## config.mk

```make
export PLATFORM = sky130hd
export DESIGN_NAME = plant_watering_sequencer_top
export DESIGN_NICKNAME = d
export VERILOG_FILES = /design/src/pws_pkg.sv /design/src/pws_core.sv /design/src/pws_skid.sv /design/src/plant_watering_sequencer_top.sv
export SDC_FILE = /design/constraint.sdc
export NUM_CORES = 1
export LEC_CHECK = 0
export BUFFER_PORTS_ARGS = -buffer_cell sky130_fd_sc_hd__buf_2
export CORE_MARGIN = 2
export CORE_UTILIZATION = 55
export CTS_BUF_LIST = sky130_fd_sc_hd__clkbuf_16
export DETAILED_ROUTE_END_ITERATION = 8
export PLACE_DENSITY = 0.85
export SYNTH_ARGS = -nofsm -noshare
export SYNTH_HDL_FRONTEND = slang
export SYNTH_SLANG_ARGS = --single-unit
```

## constraint.sdc

```tcl
create_clock -name clk_i -period 6.5 [get_ports clk_i]
set_input_delay 0.325 -clock clk_i [delete_from_list [all_inputs] [get_ports clk_i]]
set_output_delay 0.325 -clock clk_i [all_outputs]
set_load 0.02 [all_outputs]
```

## src/pws_pkg.sv

```systemverilog
package pws_pkg;

  // Configuration port geometry
  localparam int CfgIdxW  = 3;
  localparam int CfgDataW = 18;

  // Register indexes
  localparam logic [CfgIdxW-1:0] RegDryThreshold = 3'd0;
  localparam logic [CfgIdxW-1:0] RegWetThreshold = 3'd1;
  localparam logic [CfgIdxW-1:0] RegMaxTravel    = 3'd2;
  localparam logic [CfgIdxW-1:0] RegSoakExtra    = 3'd3;
  localparam logic [CfgIdxW-1:0] RegSettle       = 3'd4;
  localparam logic [CfgIdxW-1:0] RegRest         = 3'd5;
  localparam logic [CfgIdxW-1:0] RegWarmup       = 3'd6;

  // Register reset values
  localparam logic [9:0]  DryThresholdRst = 10'd200;
  localparam logic [9:0]  WetThresholdRst = 10'd600;
  localparam logic [3:0]  MaxTravelRst    = 4'd5;
  localparam logic [3:0]  SoakExtraRst    = 4'd3;
  localparam logic [7:0]  SettleRst       = 8'd60;
  localparam logic [17:0] RestRst         = 18'd172800;
  localparam logic [3:0]  WarmupRst       = 4'd1;

  typedef struct packed {
    logic [9:0]  dry_threshold;
    logic [9:0]  wet_threshold;
    logic [3:0]  max_travel_seconds;
    logic [3:0]  soak_extra_seconds;
    logic [7:0]  settle_seconds;
    logic [17:0] rest_seconds;
    logic [3:0]  warmup_seconds;
  } cfg_t;

  typedef struct packed {
    logic [2:0] valve_mask;
    logic       pump_on;
    logic [2:0] sensor_power_mask;
    logic       sample_request;
    logic [1:0] active_pot;
    logic [2:0] fault_leds;
  } result_t;

endpackage

```

## src/pws_core.sv

```systemverilog
module pws_core #(
  parameter int POT_COUNT = 3
) (
  input  logic            clk_i,
  input  logic            rst_ni,
  input  logic            en_i,
  input  logic            opcode_i,
  input  logic [9:0]      moisture_i,
  input  pws_pkg::cfg_t   cfg_i,
  output pws_pkg::result_t res_o
);
  import pws_pkg::*;

  // Phase codes
  localparam logic [3:0] PhWarmup    = 4'd0;
  localparam logic [3:0] PhCheck     = 4'd1;
  localparam logic [3:0] PhPreFirst  = 4'd2;
  localparam logic [3:0] PhOpenLoop  = 4'd3;
  localparam logic [3:0] PhOpenDone  = 4'd4;
  localparam logic [3:0] PhPrePump   = 4'd5;
  localparam logic [3:0] PhPreSample = 4'd6;
  localparam logic [3:0] PhPreDrain  = 4'd7;
  localparam logic [3:0] PhSettle    = 4'd8;
  localparam logic [3:0] PhDeepOpen  = 4'd9;
  localparam logic [3:0] PhDeepPump  = 4'd10;
  localparam logic [3:0] PhDeepDrain = 4'd11;
  localparam logic [3:0] PhRest      = 4'd12;
  localparam logic [3:0] PhFault     = 4'd13;

  localparam logic [2:0] PotCnt  = 3'(POT_COUNT);
  localparam logic [2:0] AllMask = 3'((1 << POT_COUNT) - 1);

  logic [3:0]  phase_q, phase_d;
  logic [1:0]  pot_q, pot_d;
  logic [17:0] timer_q, timer_d;
  logic [3:0]  tcnt_q, tcnt_d;
  logic        pend_q, pend_d;
  logic        blink_q, blink_d;
  logic [3:0]  travel_q [POT_COUNT];

  logic [3:0]  travel_sel;
  logic [4:0]  deep_len;
  logic [17:0] wait_len;
  logic [17:0] timer_inc;
  logic [3:0]  tcnt_inc;
  logic        is_wait;
  logic        wr_travel;
  logic        zero_run;
  logic [2:0]  pot_bit;

  // Stored travel time of the active pot
  always_comb begin
    travel_sel = '0;
    for (int i = 0; i < POT_COUNT; i++) begin
      if (pot_q == 2'(i)) travel_sel = travel_q[i];
    end
  end

  assign deep_len  = {1'b0, travel_sel} + {1'b0, cfg_i.soak_extra_seconds};
  assign timer_inc = timer_q + 18'd1;
  assign tcnt_inc  = (tcnt_q < 4'd15) ? tcnt_q + 4'd1 : tcnt_q;
  assign is_wait   = phase_q inside {PhWarmup, PhOpenLoop, PhOpenDone, PhPrePump, PhPreDrain,
                                     PhSettle, PhDeepOpen, PhDeepPump, PhDeepDrain, PhRest};

  // Length of the current timed phase, in seconds
  always_comb begin
    case (phase_q)
      PhWarmup:                 wait_len = 18'(cfg_i.warmup_seconds);
      PhSettle:                 wait_len = 18'(cfg_i.settle_seconds);
      PhDeepPump:               wait_len = 18'(deep_len);
      PhRest:                   wait_len = cfg_i.rest_seconds;
      PhPreDrain, PhDeepDrain:  wait_len = 18'd2;
      default:                  wait_len = 18'd1;
    endcase
  end

  // Next state for one event
  always_comb begin
    phase_d   = phase_q;
    pot_d     = pot_q;
    timer_d   = timer_q;
    tcnt_d    = tcnt_q;
    pend_d    = pend_q;
    blink_d   = blink_q;
    wr_travel = 1'b0;
    zero_run  = 1'b0;

    if (phase_q == PhFault) begin
      if (!opcode_i) blink_d = ~blink_q;
    end else if (opcode_i) begin
      case (phase_q)
        PhCheck: begin
          if (moisture_i < cfg_i.dry_threshold) begin
            phase_d = PhPreFirst;
          end else begin
            pend_d   = 1'b0;
            phase_d  = PhDeepOpen;
            timer_d  = '0;
            zero_run = 1'b1;
          end
        end
        PhPreFirst: begin
          tcnt_d  = '0;
          timer_d = '0;
          if (moisture_i < cfg_i.wet_threshold && cfg_i.max_travel_seconds != 4'd0) begin
            phase_d = PhOpenLoop;
          end else begin
            phase_d = PhOpenDone;
          end
        end
        PhPreSample: begin
          tcnt_d  = tcnt_inc;
          timer_d = '0;
          if (moisture_i < cfg_i.wet_threshold && tcnt_inc < cfg_i.max_travel_seconds) begin
            phase_d = PhPrePump;
          end else if (tcnt_inc >= cfg_i.max_travel_seconds) begin
            phase_d = PhFault;
            blink_d = 1'b1;
          end else begin
            phase_d = PhPreDrain;
          end
        end
        default: ;
      endcase
    end else if (is_wait) begin
      timer_d = timer_inc;
      if (timer_inc >= wait_len) begin
        timer_d  = '0;
        zero_run = 1'b1;
        case (phase_q)
          PhWarmup:   phase_d = PhCheck;
          PhOpenLoop: phase_d = PhPrePump;
          PhOpenDone: begin
            if (tcnt_q >= cfg_i.max_travel_seconds) begin
              phase_d = PhFault;
              blink_d = 1'b1;
            end else begin
              phase_d = PhPreDrain;
            end
          end
          PhPrePump:  phase_d = PhPreSample;
          PhPreDrain: begin
            wr_travel = 1'b1;
            phase_d   = PhSettle;
          end
          PhSettle: begin
            pend_d  = 1'b1;
            phase_d = PhDeepOpen;
          end
          PhDeepOpen: phase_d = PhDeepPump;
          PhDeepPump: phase_d = PhDeepDrain;
          PhDeepDrain: begin
            if (pend_q) begin
              pend_d  = 1'b0;
              phase_d = PhDeepOpen;
            end else if ({1'b0, pot_q} + 3'd1 >= PotCnt) begin
              pot_d   = '0;
              phase_d = PhRest;
            end else begin
              pot_d   = pot_q + 2'd1;
              phase_d = PhWarmup;
            end
          end
          default: begin
            pot_d   = '0;
            phase_d = PhWarmup;
          end
        endcase
      end
    end

    // Zero-length waits end in the same step; at most rest then warm-up chain
    if (zero_run) begin
      case (phase_d)
        PhSettle: begin
          if (cfg_i.settle_seconds == 8'd0) begin
            pend_d  = 1'b1;
            phase_d = PhDeepOpen;
          end
        end
        PhDeepPump: begin
          if (deep_len == 5'd0) phase_d = PhDeepDrain;
        end
        PhRest: begin
          if (cfg_i.rest_seconds == 18'd0) begin
            pot_d   = '0;
            phase_d = PhWarmup;
          end
        end
        default: ;
      endcase
      if (phase_d == PhWarmup && cfg_i.warmup_seconds == 4'd0) phase_d = PhCheck;
    end
  end

  // State registers
  always_ff @(posedge clk_i or negedge rst_ni) begin
    if (!rst_ni) begin
      phase_q <= PhWarmup;
      pot_q   <= '0;
      timer_q <= '0;
      tcnt_q  <= '0;
      pend_q  <= 1'b0;
      blink_q <= 1'b0;
    end else if (en_i) begin
      phase_q <= phase_d;
      pot_q   <= pot_d;
      timer_q <= timer_d;
      tcnt_q  <= tcnt_d;
      pend_q  <= pend_d;
      blink_q <= blink_d;
    end
  end

  // Per-pot travel times
  for (genvar g = 0; g < POT_COUNT; g++) begin : g_travel
    always_ff @(posedge clk_i or negedge rst_ni) begin
      if (!rst_ni) begin
        travel_q[g] <= '0;
      end else if (en_i && wr_travel && pot_q == 2'(g)) begin
        travel_q[g] <= tcnt_q;
      end
    end
  end

  // Outputs as they stand after the event
  assign pot_bit = 3'b001 << pot_d;

  always_comb begin
    res_o            = '0;
    res_o.active_pot = pot_d;
    case (phase_d)
      PhWarmup, PhSettle: res_o.sensor_power_mask = pot_bit;
      PhCheck, PhPreFirst: begin
        res_o.sensor_power_mask = pot_bit;
        res_o.sample_request    = 1'b1;
      end
      PhOpenLoop, PhOpenDone, PhPreDrain, PhDeepOpen, PhDeepDrain: begin
        res_o.sensor_power_mask = pot_bit;
        res_o.valve_mask        = pot_bit;
      end
      PhPrePump, PhDeepPump: begin
        res_o.sensor_power_mask = pot_bit;
        res_o.valve_mask        = pot_bit;
        res_o.pump_on           = 1'b1;
      end
      PhPreSample: begin
        res_o.sensor_power_mask = pot_bit;
        res_o.valve_mask        = pot_bit;
        res_o.pump_on           = 1'b1;
        res_o.sample_request    = 1'b1;
      end
      PhFault: begin
        res_o.valve_mask        = pot_bit;
        res_o.pump_on           = (tcnt_d != 4'd0);
        res_o.sensor_power_mask = blink_d ? AllMask : 3'd0;
        res_o.fault_leds        = blink_d ? 3'd7 : 3'd0;
      end
      default: ;
    endcase
  end

`ifndef SYNTHESIS
  // Only reset leaves the fault
  a_fault_sticky: assert property (@(posedge clk_i) disable iff (!rst_ni)
    (phase_q == PhFault) |=> (phase_q == PhFault))
    else $error("fault phase was left");

  // The pot index stays within the pot set
  a_pot_range: assert property (@(posedge clk_i) disable iff (!rst_ni)
    ({1'b0, pot_q} < PotCnt))
    else $error("pot index out of range");

  // The rest phase always serves pot zero
  a_rest_pot: assert property (@(posedge clk_i) disable iff (!rst_ni)
    (phase_q == PhRest) |-> (pot_q == 2'd0))
    else $error("rest with nonzero pot index");
`endif

endmodule

```

## src/pws_skid.sv

```systemverilog
module pws_skid (
  input  logic             clk_i,
  input  logic             rst_ni,
  input  logic             push_i,
  input  pws_pkg::result_t data_i,
  output logic             full_o,
  output logic             valid_o,
  input  logic             stall_i,
  output pws_pkg::result_t data_o
);
  import pws_pkg::*;

  logic    out_valid_q;
  logic    skid_valid_q;
  result_t out_q;
  result_t skid_q;
  logic    out_xfer;

  assign out_xfer = out_valid_q && !stall_i;
  assign full_o   = skid_valid_q;
  assign valid_o  = out_valid_q;
  assign data_o   = out_q;

  // Valid flags
  always_ff @(posedge clk_i or negedge rst_ni) begin
    if (!rst_ni) begin
      out_valid_q  <= 1'b0;
      skid_valid_q <= 1'b0;
    end else if (skid_valid_q) begin
      if (out_xfer) skid_valid_q <= 1'b0;
    end else if (push_i) begin
      if (out_valid_q && stall_i) skid_valid_q <= 1'b1;
      else                        out_valid_q  <= 1'b1;
    end else if (out_xfer) begin
      out_valid_q <= 1'b0;
    end
  end

  // Payload
  always_ff @(posedge clk_i) begin
    if (skid_valid_q) begin
      if (out_xfer) out_q <= skid_q;
    end else if (push_i) begin
      if (out_valid_q && stall_i) skid_q <= data_i;
      else                        out_q  <= data_i;
    end
  end

`ifndef SYNTHESIS
  // The skid stage only fills behind a held output
  a_skid_behind_out: assert property (@(posedge clk_i) disable iff (!rst_ni)
    skid_valid_q |-> out_valid_q)
    else $error("skid holds data with empty output register");

  // A held output with the skid full keeps both entries
  a_skid_holds: assert property (@(posedge clk_i) disable iff (!rst_ni)
    (skid_valid_q && stall_i) |=> (skid_valid_q && out_valid_q))
    else $error("entry dropped while stalled");

  // Skid data moves to the output on a transfer
  a_skid_moves: assert property (@(posedge clk_i) disable iff (!rst_ni)
    (skid_valid_q && !stall_i) |=> (out_valid_q && out_q == $past(skid_q)))
    else $error("skid entry not forwarded");
`endif

endmodule

```

## src/plant_watering_sequencer_top.sv

```systemverilog
// A result is registered in the output register, or in the skid stage while output is held.
// Throughput: one item per cycle unless stalled; an event's update is one registered pass.
// A two-entry output buffer keeps input transfers going while one result is stalled.
// Reset (rst_ni low, asynchronous): sensor warm-up of pot 0, timers, counts and stored
// travel times cleared, fault cleared, registers back to their defaults, no result pending.
module plant_watering_sequencer_top #(
  parameter int POT_COUNT = 3
) (
  input  logic                         clk_i,
  input  logic                         rst_ni,
  // Event input
  input  logic                         in_valid_i,
  output logic                         in_stall_o,
  input  logic                         opcode_i,
  input  logic [9:0]                   moisture_i,
  // Result output
  output logic                         out_valid_o,
  input  logic                         out_stall_i,
  output logic [2:0]                   valve_mask_o,
  output logic                         pump_on_o,
  output logic [2:0]                   sensor_power_mask_o,
  output logic                         sample_request_o,
  output logic [1:0]                   active_pot_o,
  output logic [2:0]                   fault_leds_o,
  // Register writes
  input  logic                         cfg_valid_i,
  output logic                         cfg_ready_o,
  input  logic [pws_pkg::CfgIdxW-1:0]  cfg_index_i,
  input  logic [pws_pkg::CfgDataW-1:0] cfg_data_i
);
  import pws_pkg::*;

  cfg_t    cfg_q;
  result_t res;
  result_t out_data;
  logic    in_xfer;
  logic    buf_full;

  assign cfg_ready_o = 1'b1;
  assign in_stall_o  = buf_full;
  assign in_xfer     = in_valid_i && !buf_full;

  // Configuration registers
  always_ff @(posedge clk_i or negedge rst_ni) begin
    if (!rst_ni) begin
      cfg_q.dry_threshold      <= DryThresholdRst;
      cfg_q.wet_threshold      <= WetThresholdRst;
      cfg_q.max_travel_seconds <= MaxTravelRst;
      cfg_q.soak_extra_seconds <= SoakExtraRst;
      cfg_q.settle_seconds     <= SettleRst;
      cfg_q.rest_seconds       <= RestRst;
      cfg_q.warmup_seconds     <= WarmupRst;
    end else if (cfg_valid_i && cfg_ready_o) begin
      case (cfg_index_i)
        RegDryThreshold: cfg_q.dry_threshold      <= cfg_data_i[9:0];
        RegWetThreshold: cfg_q.wet_threshold      <= cfg_data_i[9:0];
        RegMaxTravel:    cfg_q.max_travel_seconds <= cfg_data_i[3:0];
        RegSoakExtra:    cfg_q.soak_extra_seconds <= cfg_data_i[3:0];
        RegSettle:       cfg_q.settle_seconds     <= cfg_data_i[7:0];
        RegRest:         cfg_q.rest_seconds       <= cfg_data_i;
        RegWarmup:       cfg_q.warmup_seconds     <= cfg_data_i[3:0];
        default: ;
      endcase
    end
  end

  // Sequencer state and result logic
  pws_core #(
    .POT_COUNT(POT_COUNT)
  ) u_core (
    .clk_i,
    .rst_ni,
    .en_i       (in_xfer),
    .opcode_i,
    .moisture_i,
    .cfg_i      (cfg_q),
    .res_o      (res)
  );

  // Output register with skid stage
  pws_skid u_skid (
    .clk_i,
    .rst_ni,
    .push_i  (in_xfer),
    .data_i  (res),
    .full_o  (buf_full),
    .valid_o (out_valid_o),
    .stall_i (out_stall_i),
    .data_o  (out_data)
  );

  assign valve_mask_o        = out_data.valve_mask;
  assign pump_on_o           = out_data.pump_on;
  assign sensor_power_mask_o = out_data.sensor_power_mask;
  assign sample_request_o    = out_data.sample_request;
  assign active_pot_o        = out_data.active_pot;
  assign fault_leds_o        = out_data.fault_leds;

endmodule

```

---- Word level (Yosys, flattened, before mapping) ----
Cells that the tools add are included.
Widths: inputs -> output; s select.
storage, ports and cells
  bits in registers ....................... 128
  output and inout port bits .............. 16
cells by class
  add/subtract/negate cells ............... 5
  magnitude comparators ................... 8
  equality and inequality tests ........... 41
  shift-type cells ........................ 1
  muxes and demuxes ....................... 91
  bitwise logic cells ..................... 3
  reduce and logical (&&, ||, !) cells .... 45
operators by type and width
  cell                   count
  $pmux 18 s5            1
  $mux 4                 22
  $mux 18                4
  $eq 4x4->1 const B     14
  $mux 13                4
  $mux 1                 38
  $pmux 18 s2            1
  $pmux 4 s9             1
  $eq 4x3->1 const B     8
  $pmux 4 s3             2
  $lt 10x10->1           2
  $add 18x1->18 const B  1
  $ge 18x18->1           1
  $logic_not 18->1       1
  $mux 2                 9
  $eq 4x2->1 const B     4
  $logic_not 4->1        4
  $reduce_and 2->1       7
  $mux 3                 4
  $reduce_or 12->1       1
  $logic_and 1x1->1      10
  $reduce_bool 10->1     1
  $eq 3x3->1 const B     3
  $reduce_and 3->1       3
  other kinds (35)       48

---- Depth between registers and ports, before layout ----
Gate-level depths: netlist of the first run.
  depth after elaboration ................. 24
  depth in mapped cells ................... 23
  depth with buffers taken out ............ 22

---- Hierarchy ----
A second synthesis of the first run with hierarchy kept.
second synthesis, totals
  cell total of the unflattened synthesis .. 772
  area total of the unflattened synthesis .. 8154.1 µm²
modules (own cells, without submodules)
  module                        times used  cells an instance  area each (µm²)  seq. area each (µm²)
  pws_core                      1           589                4750.8           1051.0
  plant_watering_sequencer_top  1           130                2321.0           1477.7
  pws_skid                      1           53                 1082.3           830.8

---- Worst setup path before layout of the first run ----
No wires, ideal clock.
  kind .................................... register to register
  from .................................... reg u_core.pot_q[0]
  to ...................................... reg u_skid.out_q (netlist bit u_skid.data_o[9]) (data pin)
  arrival ................................. 4.356 ns
  data required time ...................... 6.236 ns
  slack ................................... 1.881 ns
  stages on the path, launching flop included .. 21
  path buffers ............................ 1
  period minus slack after synthesis ...... 4.619 ns
  cells stage by stage .................... dfrtp_1 > clkbuf_1 > nor2_1 > nand2_1 > o21ai_0 > ha_1 > inv_1 > fa_1 > nor3_1 > a31oi_1 > and3_1 > ha_1 > a21oi_1 > o221a_2 > o211a_1 > a211oi_2 > o22a_1 > mux2_2 > o211ai_4 > o21ba_1 > o41a_1
between the ends
  word-level cells in the longest chain between the ends .. 24
RTL lines
  item                                      line             source
  from (decl)                               pws_core.sv:34   logic [1:0] pot_q, pot_d;
  from (signal assigned)                    pws_core.sv:207  pot_q <= pot_d;
  $logic_not 2->1                           pws_core.sv:55   if (pot_q == 2'(i)) travel_sel = travel_q[i];
  $mux 4 (3 in a row)                       pws_core.sv:55
  $add 4x4->5                               pws_core.sv:59   assign deep_len = {1'b0, travel_sel} + {1'b0, cfg_i.soak_extra_seconds};
  $pmux 18 s5                               pws_core.sv:67   case (phase_q)
  $ge 18x18->1                              pws_core.sv:127  if (timer_inc >= wait_len) begin
  $mux 4                                    pws_core.sv:127
  $mux 4                                    pws_core.sv:125  end else if (is_wait) begin
  $mux 4                                    pws_core.sv:90   end else if (opcode_i) begin
  [... 6 more ...]                          -
  $mux 4                                    pws_core.sv:192  if (phase_d == PhWarmup && cfg_i.warmup_seconds == 4'd0) phase_d = PhCheck;
  $mux 4 *                                  pws_core.sv:173  if (zero_run) begin
  $eq 4x3->1 or $eq 4x4->1 (tied branches)  pws_core.sv:232  case (phase_d)
  $reduce_or 3->1 (no line)                 -
  $pmux 1 s2 *                              pws_core.sv:232
  $mux 13 *                                 pws_skid.sv:44   if (out_valid_q && stall_i) skid_q <= data_i;
  $mux 13 *                                 pws_skid.sv:43   end else if (push_i) begin
  $mux 13 *                                 pws_skid.sv:41   if (skid_valid_q) begin
  to (signal assigned)                      pws_skid.sv:42   if (out_xfer) out_q <= skid_q;
  to (signal assigned)                      pws_skid.sv:45   else out_q <= data_i;
  to (decl)                                 pws_skid.sv:15   result_t out_q;
Mark *: on every way between the ends. The rest lies on a longest branch, timed or not. The select of a mux whose other input is x is not followed.
A chain may end at the register's enable or synchronous reset.

---- Worst setup path after layout of the first run ----
  from .................................... reg u_core.pot_q[1]
  to ...................................... reg u_skid.out_q (netlist bit u_skid.data_o[9]) (data pin)
The elaborated chain is that of the path after synthesis.

==> metrics, run 1 <==
status=finished, final reports clean; IO buf count=51; Clk Tree Root Cell=clkbuf_16; RSZ-0062 raised after global routing=no; top_reg_cell synth=dfrtp_1; aggregate global-route resource usage=25.27%; Initial Utilization=56.05%; Syn Area/Cell=9.784 µm²; GRT Residual Overflow=0; Crit Path Class=flop to flop; via-per-instance ratio=6.048; Max Fclk=190.0 MHz; max-slew violation count=0; Buffers & Inverters on Critical Path=2; Netlist Area Pre-Place=7720 µm²; setup ws final=1.238 ns; Post-CTS Setup Repair Bufs=0; commonest non-fill, non-tap cells in the layout=nand2_1 (112), dfrtp_1 (81), o21ai_0 (59); CTS Buffer Depth=2; TritonCTS Sinks=124; core area=13770 µm²; first-pass GRT wire length=29550 µm; Nets=923; final cell count without fillers=1028; hold depth=2; Post-Route WL=17690 µm; Starting DRT DRC Count=410; Resize count post-CTS=0; Placed Cells=995; CP Capture Type=flop; Worst Max-Slew Pin Slew=0.9778 ns; post-DP HPWL=12830 µm; drt wl/cell=17.21 µm; post-route clock skew=0.006729 ns; power per cell area=417.1 nW/µm²; P&R area growth vs syn=12.82%; DRC=0; sequential share of the synthesized area=41.96%; Worst path slowest cell=o211ai_1; Rel. slew slack=34.81%; Routed Antenna Nets=0; share of cells above drive strength 1=21.46%; Yosys warning count=0; # IOs=53; leak pwr=3.824 nW; most common cell after layout, fill and taps aside=nand2_1; CP Data Required Time=6.67 ns; synthesis-stage register bit count=124; Peak supply drop=0.0002390 V; Stages on worst setup path=20; Via Count=6217; max-cap viol count=0; cell taking the most area after synthesis=dfrtp_1; cts hold-fix bufs=1; H-tree depth=4; Tmin final=5.262 ns; die height=122.5 µm; vias in the first global route=6012; Die ar.=15000 µm²; crit path cell chain=inv_1 > nor2_1 > nand2_1 > o21ai_0 > ha_1 > inv_1 > fa_1 > xnor2_1 > a32o_1 > a221oi_1 > ha_1 > nand4_1 > o221a_2 > o211ai_1 > a211oi_2 > or3_1 > nand4_1 > o211ai_4 > o21ba_1 > o41a_1; Final GP Congestion=0.9993; Worst Setup Start Kind=flop; Hold WC Path Type=input port to flop; R2R cell count=20; Mapped Nets=877; Die X=122.5 µm; final setup TNS=0 ns; Antenna Diode Count=0; Mapped Cells=789; asr flop ratio synth=82.26%; Max FO, Critical Path=7; Fin. Hold Viols=0; clock-pin slew on the worst setup and hold paths=0.06 ns; top-area cell type share of the netlist area=26.26%; R2R setup slack=1.24 ns; initial antenna violation count=0; top post-synthesis cells by area=dfrtp_1 (26%), edfxtp_1 (8.6%), ha_1 (8.1%), mux2_2 (7.6%), dfstp_2 (7.1%); Tcrit/Tclk final=80.96%; largest net degree at the start of global routing=54; TritonCTS buffer count=17; CP Data Arrival Time=5.43 ns; CTS tree=done; TritonRoute pass-1 iters=6; FP Rows=43; final setup vio count=0; crit-path max cell delay=0.48 ns; Place WS=1.308 ns; Synth cell types=86; clk_lat worst skew=0.43 ns; EDFF count, synth=22; Crit path max-delay family=compound AO/OA/AOI/OAI gates
[kinds of logic (layout without fill, tap and decap cells)]
| family | Yosys count | in the layout | share of synthesized area [%] |
|---|---|---|---|
| and+or+nand+nor | 282 | 282 | 18.48 |
| AOI/OAI and AO/OA | 182 | 182 | 16.60 |
| DFF | 124 | 124 | 41.96 |
| buffers and inverters | 70 | 129 | 3.776 |
| muxes | 60 | 60 | 8.622 |
| adders and majority gates | 51 | 51 | 8.363 |
| xor gates and xnor gates | 19 | 19 | 2.156 |
| other | 1 | 1 | 0.04858 |
[final timing paths]
path	from	endpoint
setup / recovery	u_core.pot_q[1]$_DFFE_PN0P_	u_skid.data_o[9]$_DFFE_PP_
hold / removal	cfg_data_i[13]	cfg_q[17]$_DFFE_PN1P_
setup reg to reg	u_core.pot_q[1]$_DFFE_PN0P_	u_skid.data_o[9]$_DFFE_PP_
hold reg to reg	u_core.timer_q[17]$_DFFE_PN0P_	u_core.timer_q[17]$_DFFE_PN0P_
max in group asynchronous	rst_ni	u_core.pot_q[0]$_DFFE_PN0P_
min in group asynchronous	rst_ni	cfg_q[46]$_DFFE_PN0P_
[cell usage after synthesis, drive strengths merged (5+ instances only)]
cell and instances:
nand2 112, and3 8, o31ai 7, xor2 7, nor3 17, mux2 52
or3 6, dfrtp 81, a21oi 39, clkbuf 20, xnor2 12, dfstp 21
o21ai 61, a22oi 5, ha 50, buf 11, nand4 11, inv 37
nand2b 33, o211ai 5, edfxtp 22, nand3 20, mux2i 8, nor4 10
nor2b 6, a22o 6, and2 5, nor2 37
[registers in the layout (all words and copies together), names as in the netlist, 2 cells and up]
| name | flops |
|---|---|
| u_core.phase_q | 4 |
| u_skid.data_o | 11 |
| cfg_q | 58 |
| u_skid.skid_q | 11 |
| u_core.travel_q | 12 |
| u_core.tcnt_q | 4 |
| u_core.timer_q | 18 |
| u_core.pot_q | 2 |
[layout make-up]
class	instances	area [µm²]
clock inverter	13	113.9
multi-input combinational	595	4194
timing repair buffer	58	312.8
clock buffer	19	475.5
inverter	39	148.9
fill	1110	5064
sequential	124	3239
tap	180	225.2
[report_power, final]
part / total (mW) / switching (mW) / internal [mW]
sequential: 1.21 / 0.188 / 1.02
combinational: 1.50 / 0.919 / 0.578
clock: 0.923 / 0.353 / 0.570
[per-layer routing]
layer / GRT usage (%) / vias to the layer above / routed length [µm]
met2: 40.07 / 208 / 8341
met1: 34.04 / 2989 / 7863
met4: 10.42 / 0 / 493
met3: 5.019 / 50 / 995
met5: 0 / - / 0
li1: - / 2970 / -
[stage by stage]
step	instance area, µm²	total power [mW]	hold WS (ns)	util, %
after CTS	8710	3.622	0.1222	63.24
after global placement	8110	2.637	0.3832	58.88
final	8710	3.632	0.1332	63.24
after global routing	8710	3.865	0.1310	63.24
after floorplan	7720	2.348	0.02941	-
after detailed placement	8110	2.684	0.3816	58.88
(Power assumes the default switching activity.)
==> run 2: changes to the inputs <==
PLACE_DENSITY = 0.87   (was 0.85)
clock period = 4.5 ns   (was 6.5 ns; I/O delays follow)
==> metrics, run 2 (synthesis gave the netlist of run 1 again) <==
aggregate global-route resource usage=28.29%; Int Pwr=3.847 mW; Tmin final=4.604 ns; Die ar.=15000 µm²; post-route clock skew=0.007962 ns; die height=122.5 µm; RSZ-0062 raised after global routing=yes; H-tree depth=4; max-slew violation count=0; Via Count=6918; Placed Cells=1049; Power, Total=6.388 mW; IO buf count=51; Post-Route WL=21010 µm; hold_ws=0.01963 ns; largest net degree at the start of global routing=55; TritonRoute pass-1 iters=5; DRC=0; Starting DRT DRC Count=760; Rel. slew slack=14.89%; final cell count without fillers=1098; max reg flops=58; clk_lat worst skew=0.43 ns; CTS Buffer Depth=2; share of cells above drive strength 1=32.03%; Crit Path Class=flop to flop; CP Capture Type=flop; drt wl/cell=19.13 µm; power per cell area=670.2 nW/µm²; P&R area growth vs syn=23.47%; first-pass GRT wire length=32920 µm; # IOs=53; Clk network pwr share=21.7%; TritonCTS Sinks=124; Fin. Hold Viols=0; Worst Max-Slew Pin Slew=1.267 ns; Net Switching=2.541 mW; Final GP Congestion=0.9349; logic gate share of total power=52.1%; Max Fclk=217.2 MHz; status=finished, violations left; CP Data Arrival Time=4.79 ns; Die X=122.5 µm; switch share=39.78%; final instance area=9532 µm²; final setup vio count=13; R2R cell count=21; Most flops, register=cfg_q; Largest regs=cfg_q x58, u_core.timer_q x18, u_core.travel_q x12; Tcrit/Tclk final=102.3%; CP Data Required Time=4.68 ns; Antenna Diode Count=0; most common cell after layout, fill and taps aside=nand2_1; Hold WC Path Type=input port to flop; Worst Setup Start Kind=flop; Clk Tree Root Cell=clkbuf_16; hold depth=2; failing checks=setup timing; post-DP HPWL=13720 µm; TritonCTS buffer count=17; Nets=993; clock-pin slew on the worst setup and hold paths=0.06 ns; Post-Place Cell Area=8533 µm²; reg2reg start=u_core.pot_q[0]$_DFFE_PN0P_; GRT Residual Overflow=0; CTS tree=done; R2R setup slack=-0.10 ns; commonest non-fill, non-tap cells in the layout=nand2_1 (111), dfrtp_1 (80), buf_4 (68); hold endpoint=cfg_q[16]$_DFFE_PN0P_; FP Rows=43; RR Endpoint=u_skid.data_o[7]$_DFFE_PP_; Peak supply drop=0.0004200 V; Max FO, Critical Path=6; core area=13770 µm²; Initial Utilization=56.05%; min-delay src=cfg_data_i[12]; Routed Antenna Nets=0; via-per-instance ratio=6.301; max-cap viol count=0; vias in the first global route=6689; sequential share of power=26.2%; leak pwr=4.257 nW; initial antenna violation count=0; setup ws final=-0.1037 ns
==> run 2: timing repair <==
action | 4_1_cts | 5_1_grt
gates resized for setup | 14 | 46
endpoints found under the setup margin | 16 | 25
hold buffers | 1 | 0
setup buffers | 7 | 9
hold endpoints to repair | 43 | 0
pin swaps | 17 | 34
==> run 2: power groups by stage <==
stage / combinational, mW / sequential (mW) / clock, mW
2_1_floorplan: 1.71 / 1.68 / 0
3_3_place_gp: 2.59 / 1.67 / 0
3_5_place_dp: 2.67 / 1.68 / 0
4_1_cts: 2.92 / 1.67 / 1.39
5_1_grt: 3.53 / 1.71 / 1.43
6_report: 3.33 / 1.68 / 1.39
==> run 2: layout make-up <==
cell class / instances / area [µm²]
Clock inverter: 14 / 141.4
Clock buffer: 18 / 450.4
Sequential cell: 124 / 3241
Tap cell: 180 / 225.2
Fill cell: 988 / 4242
Inverter: 39 / 148.9
Timing Repair Buffer: 128 / 889.6
Multi-Input combinational cell: 595 / 4436
==> run 2: per-layer routing <==
metal	share of wire, %	track usage (%)	wire, µm	vias up
met2	50	47.33	10430	355
met4	4.1	13.00	867	0
met3	7.4	5.623	1552	102
met1	39	35.36	8164	3349
met5	0	0	0	-
li1	-	-	-	3112
==> run 2: critical path, stage by stage, from the launching register on <==
cell and delay, ns:
dfrtp_2 0.44, buf_6 0.13, mux2i_1 0.15, nor2_1 0.06, a21o_1 0.18, ha_1 0.28, a21o_1 0.16, a21oi_2 0.18
xnor2_2 0.10, a22oi_2 0.20, ha_4 0.24, buf_4 0.14, a21oi_2 0.14, o221a_4 0.23, o21ai_4 0.08, or4_1 0.49
and4_4 0.20, o41ai_4 0.39, nor2_2 0.11, nand3b_4 0.13, inv_4 0.05, o31a_1 0.27
==> run 2: stage by stage <==
stage	worst slack, ns	setup TNS [ns]	utilization [%]
detailed placement	-0.1415	-1.098	61.95
global placement	-0.01243	-0.03445	61.95
global route	-0.2761	-3.690	69.20
floorplan	0.005211	0	-
finish	-0.1037	-0.6759	69.20
CTS	-0.04086	-0.1447	67.28
==> run 2: how the worst max path moves through the flow <==
stage / from / to / slack [ns] / depth (start not counted)
final: u_core.pot_q[0]$_DFFE_PN0P_ / u_skid.data_o[7]$_DFFE_PP_ / -0.10 / 21
after global placement: u_core.pot_q[0]$_DFFE_PN0P_ / u_skid.data_o[9]$_DFFE_PP_ / -0.01 / 19
after global routing: u_core.pot_q[0]$_DFFE_PN0P_ / u_skid.data_o[7]$_DFFE_PP_ / -0.28 / 23
after CTS: u_core.pot_q[0]$_DFFE_PN0P_ / u_skid.data_o[6]$_DFFE_PP_ / -0.04 / 22
after floorplan: u_core.pot_q[0]$_DFFE_PN0P_ / u_skid.data_o[9]$_DFFE_PP_ / 0.005 / 20
after detailed placement: u_core.pot_q[0]$_DFFE_PN0P_ / u_skid.data_o[9]$_DFFE_PP_ / -0.14 / 19
